--- src/sv/dtl_pkg.sv ---
package dtl_pkg;

	// Default list depth
	localparam int DTL_MAX_TASKS = 16;
	// Width of the reported record count
	localparam int DTL_COUNT_W = 5;

	typedef enum logic [1:0] {
		MODE_PUSH   = 2'd0,
		MODE_POP    = 2'd1,
		MODE_REMOVE = 2'd2,
		MODE_SORT   = 2'd3
	} mode_t;

	typedef enum logic [1:0] {
		ST_DONE      = 2'd0,
		ST_EMPTY     = 2'd1,
		ST_FULL      = 2'd2,
		ST_NOT_FOUND = 2'd3
	} status_t;

	typedef struct packed {
		logic [31:0] task_id;
		logic [31:0] release_tick;
		logic [31:0] deadline;
		logic [31:0] finish_tick;
		logic        is_aperiodic;
	} rec_t;

	// Read address source
	typedef enum logic [2:0] {
		RA_ZERO, RA_I, RA_I_P1, RA_I_P2, RA_I_M2, RA_J, RA_CNT_M1
	} rsel_t;

	// Write operation
	typedef enum logic [2:0] {
		WR_NONE, WR_I_RD, WR_I_A, WR_SWAP, WR_ZERO_IN
	} wop_t;

	typedef enum logic [2:0] {
		I_HOLD, I_ZERO, I_INC, I_DEC, I_CNT, I_JM1
	} iop_t;

	typedef enum logic [1:0] {
		J_HOLD, J_ONE, J_I1, J_INC
	} jop_t;

	typedef enum logic [1:0] {
		A_HOLD, A_RD, A_SWAP
	} aop_t;

	typedef enum logic [1:0] {
		C_HOLD, C_INC, C_DEC
	} cop_t;

	// Result emitted by a final step
	typedef enum logic [2:0] {
		OS_NONE, OS_OK, OS_OK_REC, OS_EMPTY, OS_FULL, OS_NOT_FOUND
	} ost_t;

	// Jump conditions
	typedef enum logic [3:0] {
		CN_NEVER, CN_ALWAYS, CN_CNT_FULL, CN_CNT_ZERO, CN_CNT_LT2, CN_NOT_I_ONE,
		CN_LAST, CN_NOT_LAST2, CN_MATCH, CN_NOT_J_CNT, CN_OUT_BUSY
	} cond_t;

	// Microprogram addresses
	typedef enum logic [4:0] {
		U_IDLE, U_PUSH0, U_PUSH1, U_PUSH2, U_PUSHW, U_POP0, U_POP1, U_REM0,
		U_REM1, U_NOTF, U_SH0, U_SH1, U_REMD, U_OUTREC, U_SRT0, U_SRT1,
		U_SRT2, U_SRT3, U_SRT4, U_DONE, U_EMPTY, U_FULL
	} upc_t;

	typedef struct packed {
		rsel_t rsel;
		wop_t  wop;
		iop_t  iop;
		jop_t  jop;
		aop_t  aop;
		cop_t  cop;
		ost_t  ost;
		cond_t c1;
		upc_t  t1;
		cond_t c2;
		upc_t  t2;
	} uword_t;

	// Status seen by the sequencer
	typedef struct packed {
		logic cnt_full;
		logic cnt_zero;
		logic cnt_lt2;
		logic i_one;
		logic last;
		logic last2;
		logic match;
		logic j_eq_cnt;
		logic out_busy;
	} flags_t;

	function automatic upc_t entry_of(mode_t m);
		upc_t e;
		case (m)
			MODE_PUSH:   e = U_PUSH0;
			MODE_POP:    e = U_POP0;
			MODE_REMOVE: e = U_REM0;
			MODE_SORT:   e = U_SRT0;
			default:     e = U_IDLE;
		endcase
		return e;
	endfunction

	// Control store
	function automatic uword_t ucode(upc_t pc);
		uword_t w;
		w = '0;
		case (pc)
			U_IDLE: begin
				w.c1 = CN_ALWAYS; w.t1 = U_IDLE;
			end
			// push: report full if the list is full, else shift the list up one place, then write the front
			U_PUSH0: begin
				w.c1 = CN_CNT_FULL; w.t1 = U_FULL;
			end
			U_PUSH1: begin
				w.rsel = RA_CNT_M1; w.iop = I_CNT;
				w.c1 = CN_CNT_ZERO; w.t1 = U_PUSHW;
			end
			U_PUSH2: begin
				w.wop = WR_I_RD; w.iop = I_DEC; w.rsel = RA_I_M2;
				w.c1 = CN_NOT_I_ONE; w.t1 = U_PUSH2;
			end
			U_PUSHW: begin
				w.wop = WR_ZERO_IN; w.cop = C_INC;
				w.c1 = CN_ALWAYS; w.t1 = U_DONE;
			end
			// pop: take the front record, or report empty if there is none
			U_POP0: begin
				w.rsel = RA_ZERO; w.iop = I_ZERO;
				w.c1 = CN_CNT_ZERO; w.t1 = U_EMPTY;
			end
			U_POP1: begin
				w.aop = A_RD;
				w.c1 = CN_ALWAYS; w.t1 = U_SH0;
			end
			// remove: scan for the id, one record per cycle
			U_REM0: begin
				w.rsel = RA_ZERO; w.jop = J_ONE;
				w.c1 = CN_CNT_ZERO; w.t1 = U_NOTF;
			end
			U_REM1: begin
				w.aop = A_RD; w.iop = I_JM1; w.rsel = RA_J; w.jop = J_INC;
				w.c1 = CN_MATCH; w.t1 = U_SH0;
				w.c2 = CN_NOT_J_CNT; w.t2 = U_REM1;
			end
			U_NOTF: begin
				w.ost = OS_NOT_FOUND;
				w.c1 = CN_OUT_BUSY; w.t1 = U_NOTF;
				w.c2 = CN_ALWAYS; w.t2 = U_IDLE;
			end
			// close the gap behind position i
			U_SH0: begin
				w.rsel = RA_I_P1;
				w.c1 = CN_LAST; w.t1 = U_REMD;
			end
			U_SH1: begin
				w.wop = WR_I_RD; w.iop = I_INC; w.rsel = RA_I_P2;
				w.c1 = CN_NOT_LAST2; w.t1 = U_SH1;
			end
			U_REMD: begin
				w.cop = C_DEC;
			end
			U_OUTREC: begin
				w.ost = OS_OK_REC;
				w.c1 = CN_OUT_BUSY; w.t1 = U_OUTREC;
				w.c2 = CN_ALWAYS; w.t2 = U_IDLE;
			end
			// sort: hold position i in A, compare against each later record
			U_SRT0: begin
				w.iop = I_ZERO;
				w.c1 = CN_CNT_LT2; w.t1 = U_DONE;
			end
			U_SRT1: begin
				w.rsel = RA_I; w.jop = J_I1;
			end
			U_SRT2: begin
				w.aop = A_RD; w.rsel = RA_J; w.jop = J_INC;
			end
			U_SRT3: begin
				w.wop = WR_SWAP; w.aop = A_SWAP; w.rsel = RA_J; w.jop = J_INC;
				w.c1 = CN_NOT_J_CNT; w.t1 = U_SRT3;
			end
			U_SRT4: begin
				w.wop = WR_I_A; w.iop = I_INC;
				w.c1 = CN_NOT_LAST2; w.t1 = U_SRT1;
			end
			U_DONE: begin
				w.ost = OS_OK;
				w.c1 = CN_OUT_BUSY; w.t1 = U_DONE;
				w.c2 = CN_ALWAYS; w.t2 = U_IDLE;
			end
			U_EMPTY: begin
				w.ost = OS_EMPTY;
				w.c1 = CN_OUT_BUSY; w.t1 = U_EMPTY;
				w.c2 = CN_ALWAYS; w.t2 = U_IDLE;
			end
			U_FULL: begin
				w.ost = OS_FULL;
				w.c1 = CN_OUT_BUSY; w.t1 = U_FULL;
				w.c2 = CN_ALWAYS; w.t2 = U_IDLE;
			end
			default: begin
				w.c1 = CN_ALWAYS; w.t1 = U_IDLE;
			end
		endcase
		return w;
	endfunction

endpackage

--- src/sv/dtl_in_if.sv ---
interface dtl_in_if;
	logic        valid;
	logic        ready;
	logic [1:0]  mode;
	logic [31:0] task_id;
	logic [31:0] release_tick;
	logic [31:0] deadline;
	logic [31:0] finish_tick;
	logic        is_aperiodic;

	modport source (
		output valid, mode, task_id, release_tick, deadline, finish_tick,
			is_aperiodic,
		input  ready
	);

	modport sink (
		input  valid, mode, task_id, release_tick, deadline, finish_tick,
			is_aperiodic,
		output ready
	);
endinterface

--- src/sv/dtl_out_if.sv ---
interface dtl_out_if;
	logic        valid;
	logic        ready;
	logic [1:0]  status;
	logic [31:0] out_task_id;
	logic [31:0] out_release_tick;
	logic [31:0] out_deadline;
	logic [31:0] out_finish_tick;
	logic        out_is_aperiodic;
	logic [4:0]  entry_count;

	modport source (
		output valid, status, out_task_id, out_release_tick, out_deadline,
			out_finish_tick, out_is_aperiodic, entry_count,
		input  ready
	);

	modport sink (
		input  valid, status, out_task_id, out_release_tick, out_deadline,
			out_finish_tick, out_is_aperiodic, entry_count,
		output ready
	);
endinterface

--- src/sv/dtl_seq.sv ---
module dtl_seq import dtl_pkg::*; (
	input  logic   clk,
	input  logic   arst_n,
	input  logic   start,
	input  mode_t  mode,
	input  flags_t flags,
	output uword_t uw,
	output logic   idle
);

	upc_t pc_q;
	upc_t pc_d;

	function automatic logic cond_true(cond_t c, flags_t f);
		logic r;
		case (c)
			CN_NEVER:     r = 1'b0;
			CN_ALWAYS:    r = 1'b1;
			CN_CNT_FULL:  r = f.cnt_full;
			CN_CNT_ZERO:  r = f.cnt_zero;
			CN_CNT_LT2:   r = f.cnt_lt2;
			CN_NOT_I_ONE: r = !f.i_one;
			CN_LAST:      r = f.last;
			CN_NOT_LAST2: r = !f.last2;
			CN_MATCH:     r = f.match;
			CN_NOT_J_CNT: r = !f.j_eq_cnt;
			CN_OUT_BUSY:  r = f.out_busy;
			default:      r = 1'b0;
		endcase
		return r;
	endfunction

	// Fetch the control word of the current step
	always_comb begin
		uw   = ucode(pc_q);
		idle = (pc_q == U_IDLE);
	end

	// Dispatch on the mode, take a jump, or advance the step counter
	always_comb begin
		if (pc_q == U_IDLE) begin
			pc_d = start ? entry_of(mode) : U_IDLE;
		end else if (cond_true(uw.c1, flags)) begin
			pc_d = uw.t1;
		end else if (cond_true(uw.c2, flags)) begin
			pc_d = uw.t2;
		end else begin
			pc_d = upc_t'(pc_q + 5'd1);
		end
	end

	always_ff @(posedge clk or negedge arst_n) begin
		if (!arst_n) begin
			pc_q <= U_IDLE;
		end else begin
			pc_q <= pc_d;
		end
	end

endmodule

--- src/sv/deadline_task_list_top.sv ---
// Channel | Dir | Handshake     | Payload
// cmd     | in  | valid / ready | mode, task_id, release_tick, deadline, finish_tick,
//         |     |               | is_aperiodic
// rsp     | out | valid / ready | status, out_task_id, out_release_tick, out_deadline,
//         |     |               | out_finish_tick, out_is_aperiodic, entry_count
//
// One command at a time; push, pop, remove and sort are all bound by the single read port
// of the record memory, one record read per cycle.
// A finished result sits in the output register; the sequencer is back in idle on the
// next cycle and takes the next command there.
// Reset clears the record count and the sequencer; the record memory is not cleared.
// A stalled rsp holds the sequencer in its final step until the slot frees.
module deadline_task_list_top import dtl_pkg::*; #(
	parameter int MAX_TASKS = DTL_MAX_TASKS
) (
	input  logic      clk,
	input  logic      arst_n,
	dtl_in_if.sink    cmd,
	dtl_out_if.source rsp
);

	localparam int AW = (MAX_TASKS > 1) ? $clog2(MAX_TASKS) : 1;
	localparam int CW = $clog2(MAX_TASKS + 1);

	// Record memory and its registered read port
	rec_t mem_q [MAX_TASKS];
	rec_t rd_q;

	logic [CW-1:0] cnt_q;
	logic [CW-1:0] i_q;
	logic [CW-1:0] j_q;
	rec_t          a_q;
	rec_t          in_q;

	logic          rsp_valid_q;
	status_t       status_q;
	rec_t          out_rec_q;
	logic [4:0]    entry_count_q;

	uword_t        uw;
	flags_t        flags;
	logic          idle;
	logic          accept;
	logic          out_busy;
	logic          emit;
	logic          swap;

	logic [CW:0]   i_p1_w;
	logic [CW:0]   i_p2_w;
	logic [CW-1:0] i_m2_w;
	logic [CW-1:0] j_m1_w;
	logic [CW-1:0] cnt_m1_w;

	logic [AW-1:0] ra;
	logic          we;
	logic [AW-1:0] wa;
	rec_t          wd;

	dtl_seq u_seq (
		.clk    (clk),
		.arst_n (arst_n),
		.start  (accept),
		.mode   (mode_t'(cmd.mode)),
		.flags  (flags),
		.uw     (uw),
		.idle   (idle)
	);

	assign cmd.ready = idle;
	assign accept    = cmd.valid && idle;
	assign out_busy  = rsp_valid_q && !rsp.ready;
	assign emit      = (uw.ost != OS_NONE) && !out_busy;

	// Index arithmetic
	assign i_p1_w   = {1'b0, i_q} + (CW+1)'(1);
	assign i_p2_w   = {1'b0, i_q} + (CW+1)'(2);
	assign i_m2_w   = i_q - CW'(2);
	assign j_m1_w   = j_q - CW'(1);
	assign cnt_m1_w = cnt_q - CW'(1);

	assign swap = a_q.deadline > rd_q.deadline;

	// Status for the sequencer
	always_comb begin
		flags.cnt_full = (cnt_q == CW'(MAX_TASKS));
		flags.cnt_zero = (cnt_q == '0);
		flags.cnt_lt2  = (cnt_q < CW'(2));
		flags.i_one    = (i_q == CW'(1));
		flags.last     = (i_p1_w == {1'b0, cnt_q});
		flags.last2    = (i_p2_w == {1'b0, cnt_q});
		flags.match    = (rd_q.task_id == in_q.task_id);
		flags.j_eq_cnt = (j_q == cnt_q);
		flags.out_busy = out_busy;
	end

	// Select the read address
	always_comb begin
		case (uw.rsel)
			RA_ZERO:   ra = '0;
			RA_I:      ra = i_q[AW-1:0];
			RA_I_P1:   ra = i_p1_w[AW-1:0];
			RA_I_P2:   ra = i_p2_w[AW-1:0];
			RA_I_M2:   ra = i_m2_w[AW-1:0];
			RA_J:      ra = j_q[AW-1:0];
			RA_CNT_M1: ra = cnt_m1_w[AW-1:0];
			default:   ra = '0;
		endcase
	end

	// Select the write
	always_comb begin
		we = 1'b0;
		wa = i_q[AW-1:0];
		wd = rd_q;
		case (uw.wop)
			WR_NONE: begin
				we = 1'b0;
			end
			WR_I_RD: begin
				we = 1'b1;
			end
			WR_I_A: begin
				we = 1'b1;
				wd = a_q;
			end
			WR_SWAP: begin
				we = swap;
				wa = j_m1_w[AW-1:0];
				wd = a_q;
			end
			WR_ZERO_IN: begin
				we = 1'b1;
				wa = '0;
				wd = in_q;
			end
			default: begin
				we = 1'b0;
			end
		endcase
	end

	always_ff @(posedge clk) begin
		if (we) begin
			mem_q[wa] <= wd;
		end
		rd_q <= mem_q[ra];
	end

	// Datapath registers: command capture, indexes, held record
	always_ff @(posedge clk) begin
		if (accept) begin
			in_q.task_id      <= cmd.task_id;
			in_q.release_tick <= cmd.release_tick;
			in_q.deadline     <= cmd.deadline;
			in_q.finish_tick  <= cmd.finish_tick;
			in_q.is_aperiodic <= cmd.is_aperiodic;
		end
		case (uw.iop)
			I_HOLD:  i_q <= i_q;
			I_ZERO:  i_q <= '0;
			I_INC:   i_q <= i_q + CW'(1);
			I_DEC:   i_q <= i_q - CW'(1);
			I_CNT:   i_q <= cnt_q;
			I_JM1:   i_q <= j_m1_w;
			default: i_q <= i_q;
		endcase
		case (uw.jop)
			J_HOLD:  j_q <= j_q;
			J_ONE:   j_q <= CW'(1);
			J_I1:    j_q <= i_p1_w[CW-1:0];
			J_INC:   j_q <= j_q + CW'(1);
			default: j_q <= j_q;
		endcase
		case (uw.aop)
			A_HOLD:  a_q <= a_q;
			A_RD:    a_q <= rd_q;
			A_SWAP:  a_q <= swap ? rd_q : a_q;
			default: a_q <= a_q;
		endcase
	end

	// Record count
	always_ff @(posedge clk or negedge arst_n) begin
		if (!arst_n) begin
			cnt_q <= '0;
		end else begin
			case (uw.cop)
				C_HOLD:  cnt_q <= cnt_q;
				C_INC:   cnt_q <= cnt_q + CW'(1);
				C_DEC:   cnt_q <= cnt_q - CW'(1);
				default: cnt_q <= cnt_q;
			endcase
		end
	end

	// Output register: load on a final step, drop valid once taken
	always_ff @(posedge clk or negedge arst_n) begin
		if (!arst_n) begin
			rsp_valid_q <= 1'b0;
		end else if (emit) begin
			rsp_valid_q <= 1'b1;
		end else if (rsp.ready) begin
			rsp_valid_q <= 1'b0;
		end
	end

	always_ff @(posedge clk) begin
		if (emit) begin
			entry_count_q <= DTL_COUNT_W'(cnt_q);
			out_rec_q     <= (uw.ost == OS_OK_REC) ? a_q : '0;
			case (uw.ost)
				OS_OK, OS_OK_REC: status_q <= ST_DONE;
				OS_EMPTY:         status_q <= ST_EMPTY;
				OS_FULL:          status_q <= ST_FULL;
				OS_NOT_FOUND:     status_q <= ST_NOT_FOUND;
				default:          status_q <= ST_DONE;
			endcase
		end
	end

	assign rsp.valid            = rsp_valid_q;
	assign rsp.status           = status_q;
	assign rsp.out_task_id      = out_rec_q.task_id;
	assign rsp.out_release_tick = out_rec_q.release_tick;
	assign rsp.out_deadline     = out_rec_q.deadline;
	assign rsp.out_finish_tick  = out_rec_q.finish_tick;
	assign rsp.out_is_aperiodic = out_rec_q.is_aperiodic;
	assign rsp.entry_count      = entry_count_q;

endmodule

--- src/flat_wrapper.sv ---
// flat-port wrapper written by rule: the top's interface ports become plain ports
module deadline_task_list_top_flat import dtl_pkg::*;
#(
	parameter int MAX_TASKS = DTL_MAX_TASKS
)
  (clk, arst_n, cmd_valid, cmd_mode, cmd_task_id, cmd_release_tick, cmd_deadline, cmd_finish_tick, cmd_is_aperiodic, cmd_ready, rsp_valid, rsp_status, rsp_out_task_id, rsp_out_release_tick, rsp_out_deadline, rsp_out_finish_tick, rsp_out_is_aperiodic, rsp_entry_count, rsp_ready);
  dtl_in_if cmd_i ();
  dtl_out_if rsp_i ();
  input  logic clk;
  input  logic arst_n;
  input wire logic [$bits(cmd_i.valid)-1:0] cmd_valid;
  input wire logic [$bits(cmd_i.mode)-1:0] cmd_mode;
  input wire logic [$bits(cmd_i.task_id)-1:0] cmd_task_id;
  input wire logic [$bits(cmd_i.release_tick)-1:0] cmd_release_tick;
  input wire logic [$bits(cmd_i.deadline)-1:0] cmd_deadline;
  input wire logic [$bits(cmd_i.finish_tick)-1:0] cmd_finish_tick;
  input wire logic [$bits(cmd_i.is_aperiodic)-1:0] cmd_is_aperiodic;
  output wire logic [$bits(cmd_i.ready)-1:0] cmd_ready;
  output wire logic [$bits(rsp_i.valid)-1:0] rsp_valid;
  output wire logic [$bits(rsp_i.status)-1:0] rsp_status;
  output wire logic [$bits(rsp_i.out_task_id)-1:0] rsp_out_task_id;
  output wire logic [$bits(rsp_i.out_release_tick)-1:0] rsp_out_release_tick;
  output wire logic [$bits(rsp_i.out_deadline)-1:0] rsp_out_deadline;
  output wire logic [$bits(rsp_i.out_finish_tick)-1:0] rsp_out_finish_tick;
  output wire logic [$bits(rsp_i.out_is_aperiodic)-1:0] rsp_out_is_aperiodic;
  output wire logic [$bits(rsp_i.entry_count)-1:0] rsp_entry_count;
  input wire logic [$bits(rsp_i.ready)-1:0] rsp_ready;
  assign cmd_i.valid = cmd_valid;
  assign cmd_i.mode = cmd_mode;
  assign cmd_i.task_id = cmd_task_id;
  assign cmd_i.release_tick = cmd_release_tick;
  assign cmd_i.deadline = cmd_deadline;
  assign cmd_i.finish_tick = cmd_finish_tick;
  assign cmd_i.is_aperiodic = cmd_is_aperiodic;
  assign cmd_ready = cmd_i.ready;
  assign rsp_valid = rsp_i.valid;
  assign rsp_status = rsp_i.status;
  assign rsp_out_task_id = rsp_i.out_task_id;
  assign rsp_out_release_tick = rsp_i.out_release_tick;
  assign rsp_out_deadline = rsp_i.out_deadline;
  assign rsp_out_finish_tick = rsp_i.out_finish_tick;
  assign rsp_out_is_aperiodic = rsp_i.out_is_aperiodic;
  assign rsp_entry_count = rsp_i.entry_count;
  assign rsp_i.ready = rsp_ready;
  deadline_task_list_top #(.MAX_TASKS(MAX_TASKS)) u_core (.clk(clk), .arst_n(arst_n), .cmd(cmd_i), .rsp(rsp_i));
endmodule
--- config.mk ---
export PLATFORM = sky130hd
export DESIGN_NAME = deadline_task_list_top_flat
export DESIGN_NICKNAME = d
export VERILOG_FILES = /design/src/sv/dtl_pkg.sv /design/src/sv/dtl_in_if.sv /design/src/sv/dtl_out_if.sv /design/src/sv/dtl_seq.sv /design/src/sv/deadline_task_list_top.sv /design/src/flat_wrapper.sv
export SDC_FILE = /design/constraint.sdc
export NUM_CORES = 2
export LEC_CHECK = 0
export ABC_AREA = 1
export BUFFER_PORTS_ARGS = -buffer_cell sky130_fd_sc_hd__buf_4
export CORE_ASPECT_RATIO = 2
export CORE_MARGIN = 1
export CORE_UTILIZATION = 40
export CTS_CLUSTER_DIAMETER = 100
export CTS_CLUSTER_SIZE = 8
export DETAILED_ROUTE_END_ITERATION = 10
export PLACE_DENSITY = 0.63
export SLEW_MARGIN = 0
export SYNTH_ARGS = -nofsm -noshare
export SYNTH_HDL_FRONTEND = slang
export SYNTH_HIERARCHICAL = 1
export SYNTH_SLANG_ARGS = --single-unit
--- constraint.sdc ---
create_clock -name clk -period 10.9 [get_ports clk]
set_input_delay 3.27 -clock clk [delete_from_list [all_inputs] [get_ports clk]]
set_output_delay 3.27 -clock clk [all_outputs]
set_load 0.005 [all_outputs]
-- Word level (Yosys, flattened, before mapping)
Memory sizes are Yosys's and may differ from the RTL's. A register that Yosys moved wholly into a read port is not among the register bits.
Cells that the tools add are included.
- register bits: 415
- memories: 1
- word-level logic and storage cells: 172
- output and inout bits: 138
- RAM bits: 2064
- multiplexer cells: 33
- equal/unequal tests: 77
- add/sub/neg operators: 10
- magnitude comparators: 2
- reductions and logical operators: 27
- memories (memory ; depth ; width ; read ports ; clocked after memory_dff ; wr ports ; RTL line ; text):
    u_core.mem_q ; 16 ; 129 ; 1 ; 1 ; 1 ; deadline_task_list_top.sv:26 ; rec_t mem_q [MAX_TASKS];
- operators by type and width (operator ; number):
    129-bit one-hot mux with 2 select lines ; 2
    9-bit one-hot mux with 19 select lines ; 1
    129-bit 2-to-1 mux ; 1
    5-bit by 4-bit == test with 1-bit output (second input constant) ; 8
    5-bit == test (second input constant) ; 7
    32-bit == test ; 1
    4-bit by 3-bit == test with 1-bit output (second input constant) ; 8
    32-bit > comparator ; 1
    3-bit one-hot mux with 5 select lines ; 2
    5-bit one-hot mux with 5 select lines ; 1
    3-bit by 2-bit == test with 1-bit output (second input constant) ; 8
    3-bit == test (second input constant) ; 8
    4-bit == test (second input constant) ; 6
    4-bit one-hot mux with 6 select lines ; 1
    5-bit by 1-bit adder with 5-bit output (second input constant) ; 4
    5-bit by 3-bit == test with 1-bit output (second input constant) ; 4
    5-bit 2-to-1 mux ; 4
    1-bit one-hot mux with 10 select lines ; 2
    5-bit one-hot mux with 4 select lines ; 1
    3-bit one-hot mux with 6 select lines ; 1
    9-bit one-hot mux with 2 select lines ; 1
    4-bit by 2-bit == test with 1-bit output (second input constant) ; 4
    5-bit one-hot mux with 3 select lines ; 1
    5-bit by 1-bit subtractor with 5-bit output (second input constant) ; 3
    other kinds (31) ; 69

-- Depth between registers and ports, before layout
- word-level depth: 11
- gate-level depth with buffers: 22
- depth with buffers taken out: 19

-- Hierarchy
The synthesis kept the hierarchy.
- modules (own cells, without submodules) (module ; seq. area each (um^2) ; cells each ; area an instance (um^2) ; times used):
    deadline_task_list_top ; 76843.7 ; 9631 ; 109976.7 ; 1
    dtl_seq ; 125.1 ; 216 ; 1293.7 ; 1

-- Worst setup path after synthesis
OpenSTA, ideal clock, no wires.
- path type: reg-to-reg
- start: reg u_core.u_seq.pc_q[0]
- end: reg u_core/a_q[0] in the netlist's numbering, enable pin
- arrival: 10.262 ns
- period minus slack after synthesis: 11.058 ns
- path slack: -0.158 ns
- setup time: 0.795 ns
- stages on the path, launching flop included: 9
- cell sequence: dfrtp_1 -> inv_1 -> ha_1 -> nand2_4 -> nor2_4 -> inv_1 -> o211ai_1 -> inv_1 -> o21ai_0
- RTL lines (what ; RTL line ; text):
    start: declaration ; dtl_seq.sv:11 ; upc_t pc_q;
    start signal: assignment ; dtl_seq.sv:56 ; pc_q <= pc_d;
    end signal: assignment ; deadline_task_list_top.sv:175 ; A_HOLD: a_q <= a_q;
    end signal: assignment ; deadline_task_list_top.sv:176 ; A_RD: a_q <= rd_q;
    end signal: assignment ; deadline_task_list_top.sv:177 ; A_SWAP: a_q <= swap ? rd_q : a_q;
    end: declaration ; deadline_task_list_top.sv:32 ; rec_t a_q;

==> impl_metrics.toml <==
[layout]
drive_above_1_share = 0.0870
syn_to_final_growth_pct = 14.4
multiInputGateArea_mm2 = 0.0265
final_cell_mix = "2468 x edfxtp_1, 2114 x nand3_1, 1821 x nand2_1"
nets = 10200
num-fill-cells = 24600
final_common_cell = "edfxtp_1"
layout.area.seq_mm2 = 0.0770

[synth]
syn-num-nets = 10000
syn_area_mm2 = 0.111
ys_warn_count = 6
syn_area_per_cell_um2 = 11.3
syn-instance-count = 9837

[clock_network]
ctsHtreeMaxLevel = 5
cts_resized = 0
clock_latency_ns = 0.89
ctsLongestPathBuffers = 4
cts_sinks = 2608
numCtsBuffers = 368
holdBufCountCts = 0
postCtsSetupBuffers = 0
cts_root_buffer = "clkbuf_16"
cts_tree = "built"
clkSlewWorstSetupHoldPaths_ns = 0.06

[routing]
wirelength_um = 319000
vias = 75800
drt-initial-drc-count = 7984
drtAntennaViolNets = 0
dr.pass1.iters = 8
wl_per_cell_um = 23.1
drc = 0
vias_per_cell = 5.48

[placed_design]
post-dp-hpwl_um = 163000
gp_congestion = 0.826
io_buffer_count = 272

[outcome]
violations = "max-capacitance violations, max-slew violations"
status = "finished with violations"

[timing]
hold_viol_final = 0
fin_crit_sh = 0.581
finClkSkew_ns = 0.0545
tightestPinTransition_ns = 1.53
fmax_mhz = 158
rsz0062_at_grt = "no"
setup_tns_ns = 0
maxSlewViolCount = 17
post-route-min-period_ns = 6.34
relSlewSlack = -0.0268
finalSetupViolCount = 0

[critical_path]
critical_path_class = "flip-flop to flip-flop"
cp-start-kind = "flip-flop"
worstPathArrival_ns = 7.14
crit_fanout = 113
cp-end-kind = "flip-flop"
worstPathRequired_ns = 11.70

[floorplanning]
die_x_um = 375
num_io_pins = 273
initial_core_util = 0.402
die_area_mm2 = 0.280
fp.dieH_um = 748
coreArea_mm2 = 0.276
row_count = 273

[global_routing]
grt_pass1_vias = 74300
antenna_found_initial = 4
track_usage = 0.222
grt-ovfl-total = 0
grt_max_degree = 233
grt_pass1_wl_um = 472000

[min_path]
hold_class = "flip-flop to flip-flop"

[flow_run]
maxCapViolCount = 1
[flip-flops by register name (all words and copies together) (netlist names), 32 cells and up]
register and cells:
u_core/a_q 129, u_core/in_q 129, u_core/mem_q 2064, u_core/rd_q 129, u_core/rsp.out_deadline 32, u_core/rsp.out_finish_tick 32
u_core/rsp.out_release_tick 32, u_core/rsp.out_task_id 32
[cell type report]
cell class | instances | area share
Antenna cell | 2 | 0.0000393
Clock buffer | 613 | 0.0801
Clock inverter | 22 | 0.00235
Inverter | 1431 | 0.0426
Multi-Input combinational cell | 5189 | 0.208
Sequential cell | 2608 | 0.605
Tap cell | 3575 | 0.0352
Timing Repair Buffer | 404 | 0.0262
[worst max-delay path, cell delays in order, from the launching register on]
cell,delay [ns]
dfrtp_1,0.41
inv_1,0.12
ha_1,0.34
nand2_4,0.12
nor2_4,0.16
inv_1,0.13
nand2_1,0.08
nor2_1,0.07
nand3_1,0.24
inv_2,0.09
nand3_1,0.18
o21ai_1,0.19
inv_8,0.53
buf_4,0.85
buf_4,0.80
buf_4,0.89
nand3_1,0.19
nand2_1,0.14
nand2_1,0.07
nand3_1,0.12
nand3_1,0.09
nand2_1,0.11
[per-stage QoR]
step / instance area (um2) / setup WS, ns / util / std cells / hold slack (ns)
finish: 127000 / 4.56 / 0.460 / 13800 / 0.420
global route: 127000 / 4.18 / 0.460 / 13800 / 0.439
CTS: 127000 / 4.76 / 0.460 / 13800 / 0.419
detailed placement: 117000 / 4.81 / 0.422 / 13200 / 0.415
global placement: 117000 / 5.03 / 0.422 / 13200 / 0.413
floorplan: 111000 / 2.06 / - / 9837 / 0.409
[worst paths after layout]
check                      cells after the start                              to                           start  slack [ns]
min in group asynchronous                      1  u_core/u_seq/pc_q[3]$_DFF_PN0_                          arst_n        2.24
min                                            0        u_core/a_q[11]$_DFFE_PP_         u_core/rd_q[11]$_DFF_P_        0.42
min reg2reg                                    0        u_core/a_q[11]$_DFFE_PP_         u_core/rd_q[11]$_DFF_P_        0.42
max in group asynchronous                      1  u_core/u_seq/pc_q[0]$_DFF_PN0_                          arst_n        8.47
max reg2reg                                   21         u_core/rd_q[16]$_DFF_P_  u_core/u_seq/pc_q[0]$_DFF_PN0_        4.56
max                                           21         u_core/rd_q[16]$_DFF_P_  u_core/u_seq/pc_q[0]$_DFF_PN0_        4.56
[per-layer routing]
layer / global-route usage / part of all wire / vias up
li1: - / - / 34000
met1: 0.287 / 0.40 / 37500
met2: 0.376 / 0.49 / 3666
met3: 0.0313 / 0.078 / 741
met4: 0.0883 / 0.038 / 4
met5: 0 / 0.000069 / -
Power is not shown: default switching activity piles up to over one toggle a cycle in this logic, so the estimate is an artifact.
